`src/hkrgbw_pkg.sv`:
```
// ----------------------------------------------------------------------------
// hkrgbw_pkg
// Shared types and constants of the hue knob to RGBW fade block.
// ----------------------------------------------------------------------------
`default_nettype none

package hkrgbw_pkg;

  localparam int unsigned KNOB_W      = 10;
  localparam int unsigned LEVEL_W     = 8;
  localparam int unsigned ELAPSED_W   = 17;
  localparam int unsigned QUEUE_DEPTH = 2;

  localparam logic [LEVEL_W-1:0] LEVEL_MAX     = 8'd255;
  localparam logic [LEVEL_W-1:0] THRESH_RESET  = 8'd128;

  // APB register map
  localparam int unsigned APB_ADDR_W = 3;
  localparam int unsigned APB_DATA_W = 32;
  localparam logic [0:0]  REG_FADE_STEP_THRESHOLD = 1'b0;

  typedef struct packed {
    logic [KNOB_W-1:0] hue_knob;
    logic [KNOB_W-1:0] color_lightness_knob;
    logic [KNOB_W-1:0] white_lightness_knob;
    logic              fade_key;
  } in_word_t;

  typedef struct packed {
    logic [LEVEL_W-1:0] red_level;
    logic [LEVEL_W-1:0] green_level;
    logic [LEVEL_W-1:0] blue_level;
    logic [LEVEL_W-1:0] white_level;
  } out_word_t;

  // Undimmed levels plus the key, handed from front to back
  typedef struct packed {
    out_word_t levels;
    logic      fade_key;
  } mid_word_t;

endpackage

`default_nettype wire

```
`src/hkrgbw_front.sv`:
```
// ----------------------------------------------------------------------------
// hkrgbw_front
// Accept a knob word, map the hue onto the color wheel and scale by lightness.
// ----------------------------------------------------------------------------
`default_nettype none

module hkrgbw_front
  import hkrgbw_pkg::*;
(
  input  wire logic      clk_i,
  input  wire logic      rst_ni,
  input  wire logic      in_valid_i,
  output logic           in_ready_o,
  input  wire in_word_t  in_data_i,
  output logic           mid_valid_o,
  input  wire logic      mid_ready_i,
  output mid_word_t      mid_data_o
);

  typedef enum logic [2:0] {
    SEC_RED_GREEN_UP   = 3'd0,
    SEC_GREEN_RED_DOWN = 3'd1,
    SEC_BLUE_UP        = 3'd2,
    SEC_GREEN_DOWN     = 3'd3,
    SEC_RED_UP         = 3'd4,
    SEC_BLUE_DOWN      = 3'd5
  } sector_e;

  logic [KNOB_W+1:0]  hue_x3;
  logic [KNOB_W:0]    hue_scaled;
  logic [LEVEL_W-1:0] ramp;
  logic [LEVEL_W-1:0] wheel_r, wheel_g, wheel_b;
  logic [LEVEL_W-1:0] light;
  logic [2*LEVEL_W-1:0] prod_r, prod_g, prod_b;
  mid_word_t          mid_d, mid_q;
  logic               valid_q;
  logic               take;

  // hue * 3 / 2 as shift-add
  assign hue_x3     = {2'b00, in_data_i.hue_knob} + {1'b0, in_data_i.hue_knob, 1'b0};
  assign hue_scaled = hue_x3[KNOB_W+1:1];
  assign ramp       = hue_scaled[LEVEL_W-1:0];

  always_comb begin
    case (sector_e'(hue_scaled[KNOB_W:LEVEL_W]))
      SEC_RED_GREEN_UP: begin
        wheel_r = LEVEL_MAX; wheel_g = ramp; wheel_b = '0;
      end
      SEC_GREEN_RED_DOWN: begin
        wheel_r = LEVEL_MAX - ramp; wheel_g = LEVEL_MAX; wheel_b = '0;
      end
      SEC_BLUE_UP: begin
        wheel_r = '0; wheel_g = LEVEL_MAX; wheel_b = ramp;
      end
      SEC_GREEN_DOWN: begin
        wheel_r = '0; wheel_g = LEVEL_MAX - ramp; wheel_b = LEVEL_MAX;
      end
      SEC_RED_UP: begin
        wheel_r = ramp; wheel_g = '0; wheel_b = LEVEL_MAX;
      end
      default: begin
        wheel_r = LEVEL_MAX; wheel_g = '0; wheel_b = LEVEL_MAX - ramp;
      end
    endcase
  end

  assign light  = in_data_i.color_lightness_knob[KNOB_W-1:2];
  assign prod_r = wheel_r * light;
  assign prod_g = wheel_g * light;
  assign prod_b = wheel_b * light;

  always_comb begin
    mid_d.levels.red_level   = prod_r[2*LEVEL_W-1:LEVEL_W];
    mid_d.levels.green_level = prod_g[2*LEVEL_W-1:LEVEL_W];
    mid_d.levels.blue_level  = prod_b[2*LEVEL_W-1:LEVEL_W];
    mid_d.levels.white_level = in_data_i.white_lightness_knob[KNOB_W-1:2];
    mid_d.fade_key           = in_data_i.fade_key;
  end

  assign in_ready_o = !valid_q || mid_ready_i;
  assign take       = in_valid_i && in_ready_o;

  always_ff @(posedge clk_i or negedge rst_ni) begin
    if (!rst_ni) begin
      valid_q <= 1'b0;
    end else if (in_ready_o) begin
      valid_q <= in_valid_i;
    end
  end

  always_ff @(posedge clk_i) begin
    if (take) begin
      mid_q <= mid_d;
    end
  end

  assign mid_valid_o = valid_q;
  assign mid_data_o  = mid_q;

endmodule

`default_nettype wire

```
`src/hkrgbw_queue.sv`:
```
// ----------------------------------------------------------------------------
// hkrgbw_queue
// Short first-in first-out queue between front and back.
// ----------------------------------------------------------------------------
`default_nettype none

module hkrgbw_queue
  import hkrgbw_pkg::*;
#(
  parameter int unsigned Depth = QUEUE_DEPTH
) (
  input  wire logic       clk_i,
  input  wire logic       rst_ni,
  input  wire logic       push_valid_i,
  output logic            push_ready_o,
  input  wire mid_word_t  push_data_i,
  output logic            pop_valid_o,
  input  wire logic       pop_ready_i,
  output mid_word_t       pop_data_o
);

  localparam int unsigned PtrW = (Depth > 1) ? $clog2(Depth) : 1;
  localparam int unsigned CntW = $clog2(Depth + 1);

  mid_word_t         mem_q [Depth];
  logic [PtrW-1:0]   wr_ptr_q, rd_ptr_q;
  logic [CntW-1:0]   count_q;
  logic              push, pop;

  assign push_ready_o = (count_q != CntW'(Depth));
  assign pop_valid_o  = (count_q != '0);
  assign push         = push_valid_i && push_ready_o;
  assign pop          = pop_valid_o && pop_ready_i;
  assign pop_data_o   = mem_q[rd_ptr_q];

  always_ff @(posedge clk_i or negedge rst_ni) begin
    if (!rst_ni) begin
      wr_ptr_q <= '0;
      rd_ptr_q <= '0;
      count_q  <= '0;
    end else begin
      if (push) begin
        wr_ptr_q <= (wr_ptr_q == PtrW'(Depth - 1)) ? '0 : wr_ptr_q + 1'b1;
      end
      if (pop) begin
        rd_ptr_q <= (rd_ptr_q == PtrW'(Depth - 1)) ? '0 : rd_ptr_q + 1'b1;
      end
      if (push && !pop) begin
        count_q <= count_q + 1'b1;
      end else if (pop && !push) begin
        count_q <= count_q - 1'b1;
      end
    end
  end

  always_ff @(posedge clk_i) begin
    if (push) begin
      mem_q[wr_ptr_q] <= push_data_i;
    end
  end

endmodule

`default_nettype wire

```
`src/hkrgbw_back.sv`:
```
// ----------------------------------------------------------------------------
// hkrgbw_back
// Run the fade timer in order and dim the levels into the output register.
// ----------------------------------------------------------------------------
`default_nettype none

module hkrgbw_back
  import hkrgbw_pkg::*;
(
  input  wire logic               clk_i,
  input  wire logic               rst_ni,
  input  wire logic [LEVEL_W-1:0] threshold_i,
  input  wire logic               mid_valid_i,
  output logic                    mid_ready_o,
  input  wire mid_word_t          mid_data_i,
  output logic                    out_valid_o,
  input  wire logic               out_ready_i,
  output out_word_t               out_data_o
);

  logic                  active_q, active_d;
  logic [LEVEL_W-1:0]    bright_q, bright_d;
  logic [ELAPSED_W-1:0]  elapsed_q, elapsed_d;
  logic                  out_valid_q;
  out_word_t             out_q, out_d;
  logic                  pop;
  logic [LEVEL_W-1:0]    bright_cur;
  logic [ELAPSED_W-1:0]  elapsed_cur;
  logic [LEVEL_W-1:0]    discount;

  function automatic logic [LEVEL_W-1:0] dim(input logic [LEVEL_W-1:0] x,
                                             input logic [LEVEL_W-1:0] d);
    dim = (x > d) ? x - d : '0;
  endfunction

  assign mid_ready_o = !out_valid_q || out_ready_i;
  assign pop         = mid_valid_i && mid_ready_o;

  always_comb begin
    active_d    = active_q || mid_data_i.fade_key;
    bright_cur  = mid_data_i.fade_key ? LEVEL_MAX : bright_q;
    elapsed_cur = mid_data_i.fade_key ? '0 : elapsed_q;
    bright_d    = bright_cur;
    elapsed_d   = elapsed_cur;
    out_d       = mid_data_i.levels;
    discount    = '0;
    if (active_d) begin
      if (bright_cur == '0) begin
        out_d = '0;
      end else begin
        // step down once elapsed / 256 passes the threshold
        if (elapsed_cur[ELAPSED_W-1:LEVEL_W] > {1'b0, threshold_i}) begin
          elapsed_d = '0;
          bright_d  = bright_cur - 1'b1;
        end else begin
          elapsed_d = elapsed_cur + ELAPSED_W'(bright_cur);
        end
        discount          = ~bright_d;
        out_d.red_level   = dim(mid_data_i.levels.red_level, discount);
        out_d.green_level = dim(mid_data_i.levels.green_level, discount);
        out_d.blue_level  = dim(mid_data_i.levels.blue_level, discount);
        out_d.white_level = dim(mid_data_i.levels.white_level, discount);
      end
    end
  end

  always_ff @(posedge clk_i or negedge rst_ni) begin
    if (!rst_ni) begin
      active_q    <= 1'b0;
      bright_q    <= '0;
      elapsed_q   <= '0;
      out_valid_q <= 1'b0;
    end else begin
      if (mid_ready_o) begin
        out_valid_q <= mid_valid_i;
      end
      if (pop) begin
        active_q  <= active_d;
        bright_q  <= bright_d;
        elapsed_q <= elapsed_d;
      end
    end
  end

  always_ff @(posedge clk_i) begin
    if (pop) begin
      out_q <= out_d;
    end
  end

  assign out_valid_o = out_valid_q;
  assign out_data_o  = out_q;

endmodule

`default_nettype wire

```
`src/hue_knob_to_rgbw_with_fade_top.sv`:
```
// ----------------------------------------------------------------------------
// hue_knob_to_rgbw_with_fade_top
// Hue and lightness knob words to red, green, blue, white levels with fade.
// ----------------------------------------------------------------------------
// Usage:
//   Input channel (in_valid_i / in_ready_o / in_data_i) carries one knob
//   word per handshake; output channel (out_valid_o / out_ready_i /
//   out_data_o) returns exactly one level word per input word, in order.
//   The APB port holds one register, fade_step_threshold, at address 0;
//   write it only while no word is in flight.
// Pipeline and throughput:
//   A taken input word passes the front register, the queue and the output
//   register, in that order, before its result shows on out_valid_o. One
//   word per cycle is sustained while out_ready_i stays high; the path front
//   register -> queue -> output register sets that rate, and the fade timer update in the back stage adds no stall.
// Reset:
//   Clears all handshake state and the fade timer (fade idle, levels
//   undimmed) and loads the threshold with 128.
// Stalls:
//   When the receiver holds out_ready_i low, the output register keeps its
//   word, the queue fills, and in_ready_o drops only once front register and
//   queue are both full; no word is lost or repeated.
// ----------------------------------------------------------------------------
`default_nettype none

module hue_knob_to_rgbw_with_fade_top
  import hkrgbw_pkg::*;
#(
  parameter int unsigned QueueDepth = QUEUE_DEPTH
) (
  input  wire logic                  clk_i,
  input  wire logic                  rst_ni,
  // input words
  input  wire logic                  in_valid_i,
  output logic                       in_ready_o,
  input  wire in_word_t              in_data_i,
  // result words
  output logic                       out_valid_o,
  input  wire logic                  out_ready_i,
  output out_word_t                  out_data_o,
  // APB configuration port
  input  wire logic                  psel,
  input  wire logic                  penable,
  input  wire logic                  pwrite,
  input  wire logic [APB_ADDR_W-1:0] paddr,
  input  wire logic [APB_DATA_W-1:0] pwdata,
  output logic [APB_DATA_W-1:0]      prdata,
  output logic                       pready
);

  logic [LEVEL_W-1:0] threshold_q;
  logic               cfg_write;
  logic               mid_valid, mid_ready;
  mid_word_t          mid_data;
  logic               q_valid, q_ready;
  mid_word_t          q_data;

  // Register file: byte address 4*i selects register i
  assign pready    = 1'b1;
  assign cfg_write = psel && penable && pwrite && pready;

  always_ff @(posedge clk_i or negedge rst_ni) begin
    if (!rst_ni) begin
      threshold_q <= THRESH_RESET;
    end else if (cfg_write && (paddr[APB_ADDR_W-1:2] == REG_FADE_STEP_THRESHOLD)) begin
      threshold_q <= pwdata[LEVEL_W-1:0];
    end
  end

  // Read back the threshold; unmapped addresses read zero
  always_comb begin
    prdata = '0;
    if (paddr[APB_ADDR_W-1:2] == REG_FADE_STEP_THRESHOLD) begin
      prdata = APB_DATA_W'(threshold_q);
    end
  end

  // Front: accept word, compute undimmed wheel levels
  hkrgbw_front u_front (
    .clk_i       (clk_i),
    .rst_ni      (rst_ni),
    .in_valid_i  (in_valid_i),
    .in_ready_o  (in_ready_o),
    .in_data_i   (in_data_i),
    .mid_valid_o (mid_valid),
    .mid_ready_i (mid_ready),
    .mid_data_o  (mid_data)
  );

  // Queue: decouple front from back so each side stalls on its own
  hkrgbw_queue #(
    .Depth (QueueDepth)
  ) u_queue (
    .clk_i        (clk_i),
    .rst_ni       (rst_ni),
    .push_valid_i (mid_valid),
    .push_ready_o (mid_ready),
    .push_data_i  (mid_data),
    .pop_valid_o  (q_valid),
    .pop_ready_i  (q_ready),
    .pop_data_o   (q_data)
  );

  // Back: advance the fade timer and dim into the output register
  hkrgbw_back u_back (
    .clk_i       (clk_i),
    .rst_ni      (rst_ni),
    .threshold_i (threshold_q),
    .mid_valid_i (q_valid),
    .mid_ready_o (q_ready),
    .mid_data_i  (q_data),
    .out_valid_o (out_valid_o),
    .out_ready_i (out_ready_i),
    .out_data_o  (out_data_o)
  );

endmodule

`default_nettype wire
```
`config.mk`:
```
export PLATFORM = sky130hd
export DESIGN_NAME = hue_knob_to_rgbw_with_fade_top
export DESIGN_NICKNAME = d
export VERILOG_FILES = /design/src/hkrgbw_pkg.sv /design/src/hkrgbw_front.sv /design/src/hkrgbw_queue.sv /design/src/hkrgbw_back.sv /design/src/hue_knob_to_rgbw_with_fade_top.sv
export SDC_FILE = /design/constraint.sdc
export NUM_CORES = 1
export LEC_CHECK = 0
export BUFFER_PORTS_ARGS = -buffer_cell sky130_fd_sc_hd__buf_2
export CORE_MARGIN = 3
export CORE_UTILIZATION = 57
export DETAILED_ROUTE_END_ITERATION = 8
export PLACE_DENSITY = 0.86
export REMOVE_ABC_BUFFERS = 1
export SLEW_MARGIN = 20
export SYNTH_ARGS = -nofsm -noshare
export SYNTH_HDL_FRONTEND = slang
export SYNTH_SLANG_ARGS = --single-unit
```
`constraint.sdc`:
```
create_clock -name clk_i -period 6.3 [get_ports clk_i]
set_input_delay 1.26 -clock clk_i [delete_from_list [all_inputs] [get_ports clk_i]]
set_output_delay 1.26 -clock clk_i [all_outputs]
set_load 0.02 [all_outputs]
```
==> flow_metrics.env <==
export IMPL_status="complete, but fails checks"
export IMPL_violations="negative setup slack"
export IMPL_synth_cell_types=76
export IMPL_irDropWorstVdd_mv=0.430
export IMPL_p_int_mw=6.81
export IMPL_p_leak_nw=8.57
export IMPL_first_global_vias=12400
export IMPL_final_nets=2058
export IMPL_coreArea_sq_mm=0.0262
export IMPL_setup_ws_ps=-890
export IMPL_skew_ps=9.86
export IMPL_cts_sinks=171
export IMPL_fin_crit_ps=7190
export IMPL_grt_usage_pct=26.4
export IMPL_htree_levels=4
export IMPL_final_fill_count=1611
export IMPL_cp_end_kind="flip-flop"
export IMPL_ys_ff_latch=171
export IMPL_max_stage_delay_ps=570
export IMPL_critPathTopFamily="adder cells"
export IMPL_hold_viol_final=0
export IMPL_async_reset_ff_share_pct=23.4
export IMPL_path_common_cell="fa_1"
export IMPL_cp_start_kind="primary input"
export IMPL_clkPwrFrac_pct=8.8
export IMPL_routabilityCongestion=0.915
export IMPL_cap_violations=0
export IMPL_drive_gt1_share_pct=29.1
export IMPL_drcViolationCount=0
export IMPL_min_period_over_period_pct=114
export IMPL_grt_overflow=0
export IMPL_clock_latency_ps=430
export IMPL_rsz0062_at_grt="yes"
export IMPL_synth_top_area_cell="edfxtp_1"
export IMPL_syn_to_final_growth_pct=24.0
export IMPL_synth_edff_count=131
export IMPL_fmax_mhz=139
export IMPL_power_net_switching_mw=5.19
export IMPL_wl_um=40800
export IMPL_grt_pass1_wl_um=61200
export IMPL_grt_max_degree=41
export IMPL_power_density_mw_per_mm2=633
export IMPL_initial_core_util_pct=58.3
export IMPL_die_height_um=170
export IMPL_hold_slack_ps=449
export IMPL_crit_fanout=5
export IMPL_drv_slew=0
export IMPL_comb_power_share_pct=73.1
export IMPL_switching_share_pct=43.3
export IMPL_avgRoutedWirePerCell_um=19.8
export IMPL_holdBufCountCts=0
export IMPL_synthCells=1451
export IMPL_synthesis_area_sq_mm=0.0153
export IMPL_path_depth=29
export IMPL_yosysSeqAreaShare_pct=32.3
export IMPL_num_io_pins=140
export IMPL_ys_warn_count=0
export IMPL_totalPowerFinal_mw=12.0
export IMPL_crit_type="primary input to flip-flop"
export IMPL_cts_tree="done"
export IMPL_reg2reg_depth=25
export IMPL_via_count=12100
export IMPL_via_per_inst=5.89
export IMPL_setup_viol=24
export IMPL_cts_clk_slew_worst_paths_ps=70
export IMPL_post_dp_hpwl_um=27100
export IMPL_cts_made_buffers=17
export IMPL_ant_nets=0
export IMPL_seqPwrFrac_pct=18.1
export IMPL_drt_pass1_iter_count=5
export IMPL_ys_flop_type="edfxtp_1"
export IMPL_die_w_um=170
export IMPL_n_antenna_cell=0
export IMPL_relSlewSlack_pct=33.1
export IMPL_cp_slowest_cell="fa_1"
export IMPL_worst_pin_slew_ps=979
export IMPL_r2r_end="u_back.out_data_o[11]$_DFFE_PP_"
export IMPL_path_buf_inv=7
export IMPL_worstPathRequired_ps=6470
export IMPL_utilization_pct=72.3
export IMPL_critPathLaunch="in_data_i[22]"
export IMPL_r2r_slack_ps=480
export IMPL_cts_buffer_depth=2
export IMPL_root_buffer="clkbuf_16"
export IMPL_synthTopCellsByArea="edfxtp_1 26%, fa_1 15%, ha_1 13%"
export IMPL_yosysTopAreaCellShare_pct=25.7
export IMPL_port_buffers=84
export IMPL_die_area_sq_mm=0.0288
export IMPL_hp_class="flip-flop to flip-flop"
export IMPL_r2r_start="u_queue.rd_ptr_q$_DFFE_PN0P_"
export IMPL_antenna_found_initial=0
export IMPL_rows=59
export IMPL_arrival_ps=7360
export IMPL_drt_iter0_markers=936
export IMPL_synth_avg_cell_area_sq_um=10.5
export IMPL_crit_end="u_front.mid_data_o[32]$_DFFE_PP_"
==> state kept, by name, summed over array words and instances, names as in the netlist <==
| signal | flops |
|---|---|
| threshold_q | 8 |
| u_back.active_q | 1 |
| u_back.bright_q | 8 |
| u_back.elapsed_q | 17 |
| u_back.out_data_o | 32 |
| u_back.out_valid_o | 1 |
| u_front.mid_data_o | 33 |
| u_front.mid_valid_o | 1 |
| u_queue.count_q | 2 |
| u_queue.mem_q | 66 |
| u_queue.rd_ptr_q | 1 |
| u_queue.wr_ptr_q | 1 |
==> worst reg2reg max path: stages (launching register included) <==
cell and delay [ps]:
dfrtp_1 380, mux2i_2 270, buf_4 350, nand2_1 110, ha_1 180, nor2b_1 110, o21a_1 120, o21a_1 110
o21a_1 100, o21a_1 100, o221ai_1 180, nand3_1 260, buf_4 300, nor2_1 90, nor2_1 400, ha_1 230
inv_1 60, fa_1 390, a21o_1 190, a21o_1 200, a21o_1 190, a21oi_1 260, nor2b_1 100, o21a_1 200
o221ai_2 390, o2bb2ai_1 230
==> kinds of logic after synthesis <==
group	after synthesis	share of synthesized area, %
compound gates	259	12.1
xor+xnor	66	3.78
fa+ha+maj	271	27.6
buf+inv	222	6.12
flops	171	32.3
mux	44	3.19
other cells	2	0.0491
simple gates	416	14.8
==> synth_stat cells, types with 3 or more instances <==
cell type,n
inv_1,151
nor3b_1,3
nand4_1,13
clkbuf_1,41
xnor2_1,42
edfxtp_1,131
mux2i_1,6
o41ai_1,3
a21oi_1,40
nand3b_1,3
o2bb2ai_1,28
o21bai_1,4
o22ai_1,8
nand3_1,16
nor2b_1,20
o31a_1,3
and3_1,28
a21boi_0,3
a22oi_1,6
buf_1,3
nor2_1,56
or2_2,5
o31ai_1,8
o221ai_1,5
mux2_2,38
ha_1,160
and2_1,139
dfrtp_1,39
a31oi_1,5
o22a_1,5
or3_1,5
nand4b_1,3
nand2_1,86
o21ai_0,45
buf_4,25
nand2b_1,9
xor2_1,24
o211ai_1,4
nor3_1,17
fa_1,111
o21a_1,17
a22o_1,3
a211oi_1,5
a21o_1,46
==> power by group through the flow <==
stage	clock network [mW]	logic, mW	registers [mW]
after floorplan	0	4.34	2.32
after global placement	0	6.54	2.16
after detailed placement	0	6.91	2.19
after CTS	1.05	7.60	2.17
after global routing	1.10	9.52	2.21
final	1.06	8.77	2.18
==> stage by stage <==
step	std cells	setup slack (ps)	instance area, sq um	setup TNS (ps)
floorplan	1403	-1500	15000	-43970
global route	2062	-1080	19000	-20770
CTS	2037	-712	18200	-12450
finish	2062	-890	19000	-15990
global placement	1987	-1400	17100	-24790
detailed placement	1987	-1630	17100	-30180
==> placed cells by master, fill, tap and decap left out, types with 19 or more instances in the layout <==
| master | n |
|---|---|
| a21o_1 | 46 |
| and3_1 | 26 |
| xor2_1 | 22 |
| ha_1 | 142 |
| and2_1 | 130 |
| inv_1 | 144 |
| conb_1 | 25 |
| buf_4 | 182 |
| a21oi_1 | 25 |
| nor2_1 | 40 |
| o21ai_0 | 36 |
| clkbuf_16 | 19 |
| o2bb2ai_1 | 28 |
| mux2_2 | 38 |
| buf_6 | 21 |
| dfrtp_1 | 39 |
| buf_2 | 81 |
| nand2_1 | 79 |
| fa_1 | 106 |
| edfxtp_1 | 131 |
| xnor2_1 | 41 |
==> worst min path at each step <==
stage | start | depth (start not counted) | endpoint | slack, ps
CTS | u_front.mid_data_o[32]$_DFFE_PP_ | 0 | u_queue.mem_q[1][32]$_DFFE_PP_ | 450
global route | u_front.mid_data_o[9]$_DFFE_PP_ | 0 | u_queue.mem_q[0][9]$_DFFE_PP_ | 450
detailed placement | u_front.mid_data_o[32]$_DFFE_PP_ | 0 | u_queue.mem_q[1][32]$_DFFE_PP_ | 430
finish | u_front.mid_data_o[4]$_DFFE_PP_ | 0 | u_queue.mem_q[1][4]$_DFFE_PP_ | 450
floorplan | u_front.mid_data_o[0]$_DFFE_PP_ | 0 | u_queue.mem_q[0][0]$_DFFE_PP_ | 420
global placement | u_front.mid_data_o[29]$_DFFE_PP_ | 0 | u_queue.mem_q[0][29]$_DFFE_PP_ | 420
==> per-layer routing <==
metal / GRT usage (%) / wire length, um / share of wire, %
met2: 48.3 / 21300 / 52
met1: 31.6 / 15300 / 38
met3: 3.28 / 2340 / 5.7
met4: 10.7 / 1770 / 4.3
met5: 0 / 0 / 0
==> what timing repair did <==
action / 4_1_cts / 5_1_grt
setup buffers: 19 / 29
gates resized for setup: 73 / 111
cloned: 0 / 2
pin swaps: 58 / 93
setup endpoints to repair: 24 / 48
==> cell type report <==
class	instances	area [sq um]	share of cell area, %
well taps	335	419	2.21
multi-input cells	1081	10300	54.3
inverters	151	567	2.99
flip-flops and latches	171	4940	26.0
repair buffers	292	2160	11.4
clock buffers	19	433	2.28
clock inverters	13	156	0.825
Note: power is estimated with default switching activity, not from simulation.
